**config.mk**
```make
export PLATFORM = sky130hd
export DESIGN_NAME = ultrasonic_echo_ranging_unit
export DESIGN_NICKNAME = d
export VERILOG_FILES = /design/src/rtl/core/uer_pkg.sv /design/src/rtl/core/ultrasonic_echo_ranging_unit.sv /design/src/rtl/core/uer_ctrl.sv /design/src/rtl/core/uer_dist.sv
export SDC_FILE = /design/constraint.sdc
export NUM_CORES = 1
export LEC_CHECK = 0
export BUFFER_PORTS_ARGS = -buffer_cell sky130_fd_sc_hd__buf_2
export CELL_PAD_IN_SITES_DETAIL_PLACEMENT = 0
export CELL_PAD_IN_SITES_GLOBAL_PLACEMENT = 1
export CORE_MARGIN = 5
export CORE_UTILIZATION = 40
export DETAILED_ROUTE_END_ITERATION = 10
export GPL_ROUTABILITY_DRIVEN = 0
export GPL_TIMING_DRIVEN = 0
export PLACE_DENSITY_LB_ADDON = 0.25
export SYNTH_ARGS = -nofsm -noshare
export SYNTH_HDL_FRONTEND = slang
export SYNTH_SLANG_ARGS = --single-unit
```
**constraint.sdc**
```tcl
create_clock -name i_clk -period 9.07 [get_ports i_clk]
set_clock_uncertainty 0.05 [all_clocks]
set_input_delay 1.814 -clock i_clk [delete_from_list [all_inputs] [get_ports i_clk]]
set_output_delay 1.814 -clock i_clk [all_outputs]
set_load 0.02 [all_outputs]
```
**src/rtl/core/uer_pkg.sv**
```systemverilog
// Shared types, codes and constants for the ultrasonic echo ranging unit.
package uer_pkg;

    // Event kinds carried with each input transfer.
    localparam logic [1:0] ACT_TICK    = 2'd0;
    localparam logic [1:0] ACT_RISE    = 2'd1;
    localparam logic [1:0] ACT_FALL    = 2'd2;
    localparam logic [1:0] ACT_TIMEOUT = 2'd3;

    // Configuration register indexes.
    localparam logic [1:0] CFG_PING_INTERVAL = 2'd0;
    localparam logic [1:0] CFG_MAX_MISSES    = 2'd1;
    localparam logic [1:0] CFG_SOUND_SPEED   = 2'd2;

    // Configuration reset values.
    localparam logic [7:0] RST_PING_INTERVAL = 8'd2;
    localparam logic [7:0] RST_MAX_MISSES    = 8'd5;
    localparam logic [8:0] RST_SOUND_SPEED   = 9'd343;

    // Field widths.
    localparam int unsigned TIME_W  = 32;
    localparam int unsigned SPEED_W = 9;
    localparam int unsigned PROD_W  = TIME_W + SPEED_W;
    localparam int unsigned DIST_W  = 16;
    localparam int unsigned QIN_W   = 23;
    localparam int unsigned RECIP_W = 24;
    localparam int unsigned RECIP_SHIFT = 30;

    // A product at or above 65536 * 2000 gives a distance that saturates.
    localparam logic [PROD_W-1:0] SAT_LIMIT = PROD_W'(64'd131072000);

    // Below the saturation limit, product / 2000 = (product >> 4) / 125, and
    // x / 125 = (x * ceil(2^30 / 125)) >> 30 holds exactly for x < 2^23.
    localparam logic [RECIP_W-1:0] RECIP_125 = RECIP_W'(32'd8589935);

    // Per-event result of the control stage, handed to the distance stage.
    typedef struct packed {
        logic              fire;
        logic              missed;
        logic              measure;
        logic              force_zero;
        logic              sat;
        logic [QIN_W-1:0]  quot_in;
    } t_ctrl_res;

endpackage

```
**src/rtl/core/ultrasonic_echo_ranging_unit.sv**
```systemverilog
// Top level of the ultrasonic echo ranging unit: handshakes, config, pipeline.
// Each input transfer is one event (tick, echo rise, echo fall or quiet
// timeout with a microsecond timestamp) and gives exactly one output transfer
// carrying the trigger request, the current distance in mm and the update and
// miss flags. The unit takes one event per clock while the output is not held
// back by the sink. An event passes an input register, a control stage that
// updates the arming state and forms elapsed time times speed of sound, and a
// distance stage that divides by 2000 with a reciprocal multiply and drives
// the output register. Every stage has its own valid bit, so an empty stage
// fills even while a result waits to be taken. Configuration is written
// through a separate channel that is always ready; write it only while no
// event is in flight.
module ultrasonic_echo_ranging_unit (
    input  logic                           i_clk,
    input  logic                           i_rst_n,
    // Event input
    input  logic                           i_s_tvalid,
    output logic                           o_s_tready,
    input  logic [31:0]                    i_s_tdata,   // [31:0] time_us
    input  logic [1:0]                     i_s_tuser,   // [1:0] action
    // Result output
    output logic                           o_m_tvalid,
    input  logic                           i_m_tready,
    output logic [15:0]                    o_m_tdata,   // [15:0] dist_mm
    output logic [2:0]                     o_m_tuser,   // [0] trigger_fire,
                                                        // [1] distance_updated,
                                                        // [2] missed
    // Configuration writes
    input  logic                           i_cfg_valid,
    output logic                           o_cfg_ready,
    input  logic [1:0]                     i_cfg_index,
    input  logic [8:0]                     i_cfg_data
);
    import uer_pkg::*;

    // Configuration registers.
    logic [7:0]         r_ping_interval;
    logic [7:0]         r_max_misses;
    logic [SPEED_W-1:0] r_sound_speed;

    // Pipeline registers.
    logic               r_v1;
    logic [1:0]         r_action;
    logic [TIME_W-1:0]  r_time_us;
    logic               r_v2;
    t_ctrl_res          r_res;
    logic               r_v3;
    logic [DIST_W-1:0]  r_out_dist;
    logic [2:0]         r_out_flags;

    logic               out_free, s2_free, s1_free, adv1, adv2;
    t_ctrl_res          ctrl_res;
    logic [DIST_W-1:0]  dist_next;

    // Stage advance: a stage moves when the one after it is empty or moving.
    assign out_free   = !r_v3 || i_m_tready;
    assign adv2       = r_v2 && out_free;
    assign s2_free    = !r_v2 || out_free;
    assign adv1       = r_v1 && s2_free;
    assign s1_free    = !r_v1 || s2_free;
    assign o_s_tready = s1_free;
    assign o_cfg_ready = 1'b1;

    // Configuration write decode.
    always_ff @(posedge i_clk) begin
        if (!i_rst_n) begin
            r_ping_interval <= RST_PING_INTERVAL;
            r_max_misses    <= RST_MAX_MISSES;
            r_sound_speed   <= RST_SOUND_SPEED;
        end else if (i_cfg_valid) begin
            unique case (i_cfg_index)
                CFG_PING_INTERVAL: r_ping_interval <= i_cfg_data[7:0];
                CFG_MAX_MISSES:    r_max_misses    <= i_cfg_data[7:0];
                CFG_SOUND_SPEED:   r_sound_speed   <= i_cfg_data;
                default:           r_sound_speed   <= r_sound_speed;
            endcase
        end
    end

    // Valid bits.
    always_ff @(posedge i_clk) begin
        if (!i_rst_n) begin
            r_v1 <= 1'b0;
            r_v2 <= 1'b0;
            r_v3 <= 1'b0;
        end else begin
            if (s1_free) begin
                r_v1 <= i_s_tvalid;
            end
            if (s2_free) begin
                r_v2 <= r_v1;
            end
            if (out_free) begin
                r_v3 <= r_v2;
            end
        end
    end

    // Payload registers.
    always_ff @(posedge i_clk) begin
        if (s1_free && i_s_tvalid) begin
            r_action  <= i_s_tuser;
            r_time_us <= i_s_tdata;
        end
        if (adv1) begin
            r_res <= ctrl_res;
        end
        if (adv2) begin
            r_out_dist  <= dist_next;
            r_out_flags <= {r_res.missed, r_res.measure || r_res.force_zero,
                            r_res.fire};
        end
    end

    uer_ctrl u_ctrl (
        .i_clk           (i_clk),
        .i_rst_n         (i_rst_n),
        .i_adv           (adv1),
        .i_action        (r_action),
        .i_time_us       (r_time_us),
        .i_ping_interval (r_ping_interval),
        .i_max_misses    (r_max_misses),
        .i_sound_speed   (r_sound_speed),
        .o_res           (ctrl_res)
    );

    uer_dist u_dist (
        .i_clk      (i_clk),
        .i_rst_n    (i_rst_n),
        .i_adv      (adv2),
        .i_res      (r_res),
        .o_distance (dist_next)
    );

    assign o_m_tvalid = r_v3;
    assign o_m_tdata  = r_out_dist;
    assign o_m_tuser  = r_out_flags;

    // A result held back by the sink keeps its payload.
    a_out_hold: assert property (@(posedge i_clk) disable iff (!i_rst_n)
        (r_v3 && !i_m_tready) |=> (r_v3 && $stable(r_out_dist) && $stable(r_out_flags)))
        else $error("stalled result changed");

    // An accepted event always lands in the input register.
    a_in_capture: assert property (@(posedge i_clk) disable iff (!i_rst_n)
        (i_s_tvalid && o_s_tready) |=> r_v1)
        else $error("accepted event lost");

endmodule

```
**src/rtl/core/uer_ctrl.sv**
```systemverilog
// Event decoder and measurement state: tick phase, arming, start time, misses.
module uer_ctrl (
    input  logic                          i_clk,
    input  logic                          i_rst_n,
    input  logic                          i_adv,
    input  logic [1:0]                    i_action,
    input  logic [uer_pkg::TIME_W-1:0]    i_time_us,
    input  logic [7:0]                    i_ping_interval,
    input  logic [7:0]                    i_max_misses,
    input  logic [uer_pkg::SPEED_W-1:0]   i_sound_speed,
    output uer_pkg::t_ctrl_res            o_res
);
    import uer_pkg::*;

    logic [7:0]        r_tick_phase, n_tick_phase;
    logic              r_armed, n_armed;
    logic              r_start_valid, n_start_valid;
    logic [TIME_W-1:0] r_start_time, n_start_time;
    logic [7:0]        r_miss_count, n_miss_count;

    logic [7:0]        limit;
    logic [8:0]        phase_inc;
    logic              wrap;
    logic [7:0]        miss_inc;
    logic [TIME_W-1:0] elapsed;
    logic [PROD_W-1:0] prod;

    // Tick phase compare; an interval of zero behaves as one.
    assign limit     = (i_ping_interval == 8'd0) ? 8'd1 : i_ping_interval;
    assign phase_inc = {1'b0, r_tick_phase} + 9'd1;
    assign wrap      = phase_inc >= {1'b0, limit};
    assign miss_inc  = (r_miss_count == 8'hFF) ? r_miss_count : r_miss_count + 8'd1;

    // Echo width times speed of sound; the subtraction wraps modulo 2^32.
    assign elapsed = i_time_us - r_start_time;
    assign prod    = PROD_W'(elapsed) * PROD_W'(i_sound_speed);

    // Next state and per-event flags.
    always_comb begin
        n_tick_phase     = r_tick_phase;
        n_armed          = r_armed;
        n_start_valid    = r_start_valid;
        n_start_time     = r_start_time;
        n_miss_count     = r_miss_count;
        o_res.fire       = 1'b0;
        o_res.missed     = 1'b0;
        o_res.measure    = 1'b0;
        o_res.force_zero = 1'b0;
        o_res.sat        = prod >= SAT_LIMIT;
        o_res.quot_in    = prod[QIN_W+3:4];
        unique case (i_action)
            ACT_TICK: begin
                if (wrap) begin
                    n_tick_phase  = 8'd0;
                    n_start_valid = 1'b0;
                    n_armed       = 1'b1;
                    o_res.fire    = 1'b1;
                end else begin
                    n_tick_phase = phase_inc[7:0];
                end
            end
            ACT_RISE: begin
                if (r_armed) begin
                    n_start_time  = i_time_us;
                    n_start_valid = 1'b1;
                end
            end
            ACT_FALL: begin
                if (r_armed && r_start_valid) begin
                    o_res.measure = 1'b1;
                    n_start_valid = 1'b0;
                    n_armed       = 1'b0;
                    n_miss_count  = 8'd0;
                end
            end
            ACT_TIMEOUT: begin
                if (r_armed) begin
                    n_start_valid    = 1'b0;
                    n_armed          = 1'b0;
                    n_miss_count     = miss_inc;
                    o_res.missed     = 1'b1;
                    o_res.force_zero = miss_inc > i_max_misses;
                end
            end
            default: begin
                n_tick_phase = r_tick_phase;
            end
        endcase
    end

    // State advances once per event leaving the input register.
    always_ff @(posedge i_clk) begin
        if (!i_rst_n) begin
            r_tick_phase  <= 8'd0;
            r_armed       <= 1'b0;
            r_start_valid <= 1'b0;
            r_start_time  <= '0;
            r_miss_count  <= 8'd0;
        end else if (i_adv) begin
            r_tick_phase  <= n_tick_phase;
            r_armed       <= n_armed;
            r_start_valid <= n_start_valid;
            r_start_time  <= n_start_time;
            r_miss_count  <= n_miss_count;
        end
    end

    // A recorded start only exists inside an armed measurement.
    a_start_needs_arm: assert property (@(posedge i_clk) disable iff (!i_rst_n)
        r_start_valid |-> r_armed)
        else $error("start recorded while not armed");

    // A firing tick leaves the measurement armed with no start recorded.
    a_fire_arms: assert property (@(posedge i_clk) disable iff (!i_rst_n)
        (i_adv && o_res.fire) |=> (r_armed && !r_start_valid))
        else $error("trigger did not arm the measurement");

endmodule

```
**src/rtl/core/uer_dist.sv**
```systemverilog
// Distance stage: divide by 2000 via a reciprocal, saturate, zero on misses, hold distance.
module uer_dist (
    input  logic                        i_clk,
    input  logic                        i_rst_n,
    input  logic                        i_adv,
    input  uer_pkg::t_ctrl_res          i_res,
    output logic [uer_pkg::DIST_W-1:0]  o_distance
);
    import uer_pkg::*;

    localparam int unsigned QP_W = QIN_W + RECIP_W;

    logic [DIST_W-1:0] r_distance;
    logic [QP_W-1:0]   qprod;
    logic [DIST_W-1:0] quot;

    // Quotient by 125 of the product already divided by 16.
    assign qprod = QP_W'(i_res.quot_in) * QP_W'(RECIP_125);
    assign quot  = qprod[RECIP_SHIFT+DIST_W-1:RECIP_SHIFT];

    // Distance after this event.
    always_comb begin
        if (i_res.measure) begin
            o_distance = i_res.sat ? {DIST_W{1'b1}} : quot;
        end else if (i_res.force_zero) begin
            o_distance = '0;
        end else begin
            o_distance = r_distance;
        end
    end

    always_ff @(posedge i_clk) begin
        if (!i_rst_n) begin
            r_distance <= '0;
        end else if (i_adv) begin
            r_distance <= o_distance;
        end
    end

    // A saturated measurement stores full scale.
    a_sat_full: assert property (@(posedge i_clk) disable iff (!i_rst_n)
        (i_adv && i_res.measure && i_res.sat) |=> (r_distance == {DIST_W{1'b1}}))
        else $error("saturated measurement not at full scale");

endmodule
```
==> Implementation_results.wiki <==
{| class="wikitable"
! Metric !! Value
|-
| Outcome || finished, final reports clean
|-
| Source of the worst register-to-register timing path || r_time_us[0]
|-
| Remaining Overflow, GRT || 0
|-
| Overall via count from detail_route || 20.43k
|-
| Clock root buffer || sky130_fd_sc_hd__clkbuf_16
|-
| Actual transition at the worst max-transition pin || 1.346 ns
|-
| Final clock period utilization by the worst path || 94.34%
|-
| Crit path time final || 8.556 ns
|-
| Most frequent standard cell in the layout excluding fill and tap cells || sky130_fd_sc_hd__inv_1
|-
| H-tree levels || 4
|-
| Number of instances in the synthesized netlist || 2906
|-
| Port Buffers || 69
|-
| Final hold violations || 0
|-
| Max-slew violation total from the final report || 0
|-
| Estimated wirelength of the detail-placed design || 57700 um
|-
| M2 GR Usage || 34.57%
|-
| Worst r2r dst || r_res[23]
|-
| Data arrival time of the worst path || 8.63 ns
|-
| Syn Std Cell Area || 26730 um^2
|-
| Number of antenna violations at the first check in global routing || 5
|-
| Cts repair resizes || 0
|-
| Maximum cell stage delay along the critical path || 0.61 ns
|-
| Utilization after layout || 43.67%
|-
| EDFF count, synth || 81
|-
| Number of buffers inserted to repair setup after CTS || 0
|-
| Layer with the highest usage || met2
|-
| Clock tree buffer depth || 2
|-
| Worst path setup slack after routing || 0.5137 ns
|-
| Most used cells in the layout excluding fill and tap cells || 537 x sky130_fd_sc_hd__inv_1, 367 x sky130_fd_sc_hd__fa_1, 346 x sky130_fd_sc_hd__ha_1
|-
| Number of DRC markers in iteration 0 || 1075
|-
| Met1 usage || 26.33%
|-
| Ports || 72
|-
| Asr flop ratio synth || 0%
|-
| Maximum clock frequency || 0.1169 GHz
|-
| Cell with the largest stage delay on the worst path || sky130_fd_sc_hd__fa_1
|-
| Total setup violations reported at the end of the flow || 0
|-
| Kind of path behind the tightest hold check || reg2reg
|-
| CTS Buf Count || 17
|-
| Vias in the first global route || 21.87k
|-
| Normalized max-slew margin || 10.27%
|-
| Netlist cell types || 93
|-
| Worst slack, placed || 0.3638 ns
|-
| Number of DRC violations after detailed routing || 0
|-
| Maximum fanout count along the critical path || 10
|-
| Hold path cells || 0
|-
| Critical Path Source Type || register
|-
| Antenna Violating Nets Remaining || 0
|-
| Average instance area after synthesis || 9.197 um^2
|-
| Number of sinks handled by clock tree synthesis || 175
|-
| GR Util All Layers || 19.83%
|-
| Insertion delay of the later-clocked pin in the worst-skew pair || 0.45 ns
|-
| Post-DR vias/cell || 5.274
|-
| CTS tree || yes
|-
| Ys flop type || sky130_fd_sc_hd__dfxtp_1
|-
| Die Y || 268.5 um
|-
| Unrepaired setup endpoints after global routing || no
|-
| Total Wirelength || 69300 um
|-
| Critical path data required time || 9.14 ns
|-
| Synth Warn # || 0
|-
| Number of optimization iterations in the first detailed-route pass || 8
|-
| Wire length of the first global-routing pass || 114600 um
|-
| Proportion of layout cells with a drive suffix above 1 || 5.552%
|-
| Count of cells along the worst register-to-register path || 31
|-
| Total nets after synthesis || 3669
|-
| Max-cap violations || 0
|-
| Area growth from synthesis to final layout || 7.809%
|-
| Endpoint of the worst hold-timing path || o_m_tuser[0]
|-
| Register area share after synthesis || 16.14%
|-
| Total of flip-flops plus latches after synthesis || 175
|-
| Fraction of met3 tracks used by global routing || 3.029%
|-
| Number of placement rows || 94
|-
| WL/cell || 17.89 um
|-
| Number of buffers inserted for hold repair after clock tree synthesis || 0
|-
| Internal reg-to-reg setup slack || 0.51 ns
|-
| Setup TNS Final || 0 ns
|-
| Pin count of the biggest net entering global routing || 32
|-
| Die W || 268.5 um
|-
| Crit end category || register
|-
| Initial Utilization || 40.51%
|-
| Total die area || 72090 um^2
|-
| Core area || 65980 um^2
|-
| Layout net count || 3758
|-
| Clock transition at path regs || 0.08 ns
|-
| Hold Path Origin || r_res[27]
|-
| Worst hold slack || 0.3960 ns
|-
| Startpoint-to-endpoint class of the critical path || reg2reg
|}
per-stage QoR:
step	instance area [um^2]	instances
final	28810	3873
after global routing	28810	3873
after CTS	28790	3872
after detailed placement	28190	3840
after global placement	28150	3839
after floorplan	26730	2906
worst max-delay path: cells and delay by family, from the launching register on:
family,cells,cell delay (ns)
AO/OA/AOI/OAI,11,2.72
XOR/XNOR,1,0.26
adder cells (fa/ha/maj),7,2.94
buffers and inverters,6,0.65
flip-flops,1,0.39
multiplexers,1,0.40
AND/OR/NAND/NOR,5,0.79
cell families after synthesis:
logic type	Yosys count	synth area share, %
buffers and inverters	640	9.073
AOI/OAI and AO/OA	471	12.20
other	1	0.01403
xor gates and xnor gates	69	2.317
muxes	20	0.7724
DFF	175	16.14
adders and majority gates	713	43.69
and+or+nand+nor	817	15.79
registers in the layout, summed over array words and instances (netlist names), 2 cells and up:
| register | flops |
|---|---|
| o_m_tdata | 16 |
| o_m_tuser | 3 |
| r_action | 2 |
| r_max_misses | 8 |
| r_ping_interval | 8 |
| r_res | 28 |
| r_sound_speed | 9 |
| r_time_us | 32 |
| u_ctrl.r_miss_count | 8 |
| u_ctrl.r_start_time | 32 |
| u_ctrl.r_tick_phase | 8 |
| u_dist.r_distance | 16 |
layer usage:
layer	wire, um	part of all wire, %
met1	31150	45
met2	33580	48
met5	13	0.019
met4	1271	1.8
met3	3287	4.7
cell type report:
type / instances / area (um^2)
Clock inverter: 14 / 171.4
Fill cell: 6511 / 37170
Clock buffer: 18 / 429.2
Timing Repair Buffer: 70 / 365.4
Antenna cell: 1 / 2.502
Inverter: 538 / 2019
Sequential cell: 175 / 4314
Tap cell: 864 / 1081
Multi-Input combinational cell: 2091 / 20030
Buffer: 102 / 405.4
cell usage after synthesis, drive strengths merged, types with 49 or more instances:
library cell,count,share of area (%)
edfxtp,81,9.1
nor2,80,1.1
nand3,64,1.3
fa,367,27
a21oi,125,2.4
a21boi,51,1.4
o21ai,70,1.3
ha,346,16
nand2,292,4.1
inv,537,7.5
and2,154,3.6
clkbuf,89,1.2
xnor2,50,1.7
a21o,50,1.4
dfxtp,94,7.0
nor2b,49,1.2
worst max-delay path by stage:
stage,startpoint,to,slack (ns),cells after the start
final,r_time_us[0],r_res[23],0.51,31
after global routing,r_time_us[0],r_res[23],0.02,31
after CTS,r_time_us[0],r_res[23],0.34,30
after detailed placement,r_time_us[0],r_res[23],0.36,30
after global placement,r_time_us[0],r_res[23],0.43,30
after floorplan,r_time_us[0],r_res[23],1.67,30
Power is left out: the tool's default activity adds up to more than one toggle a clock period on the data nets, which glitch-free logic cannot reach.
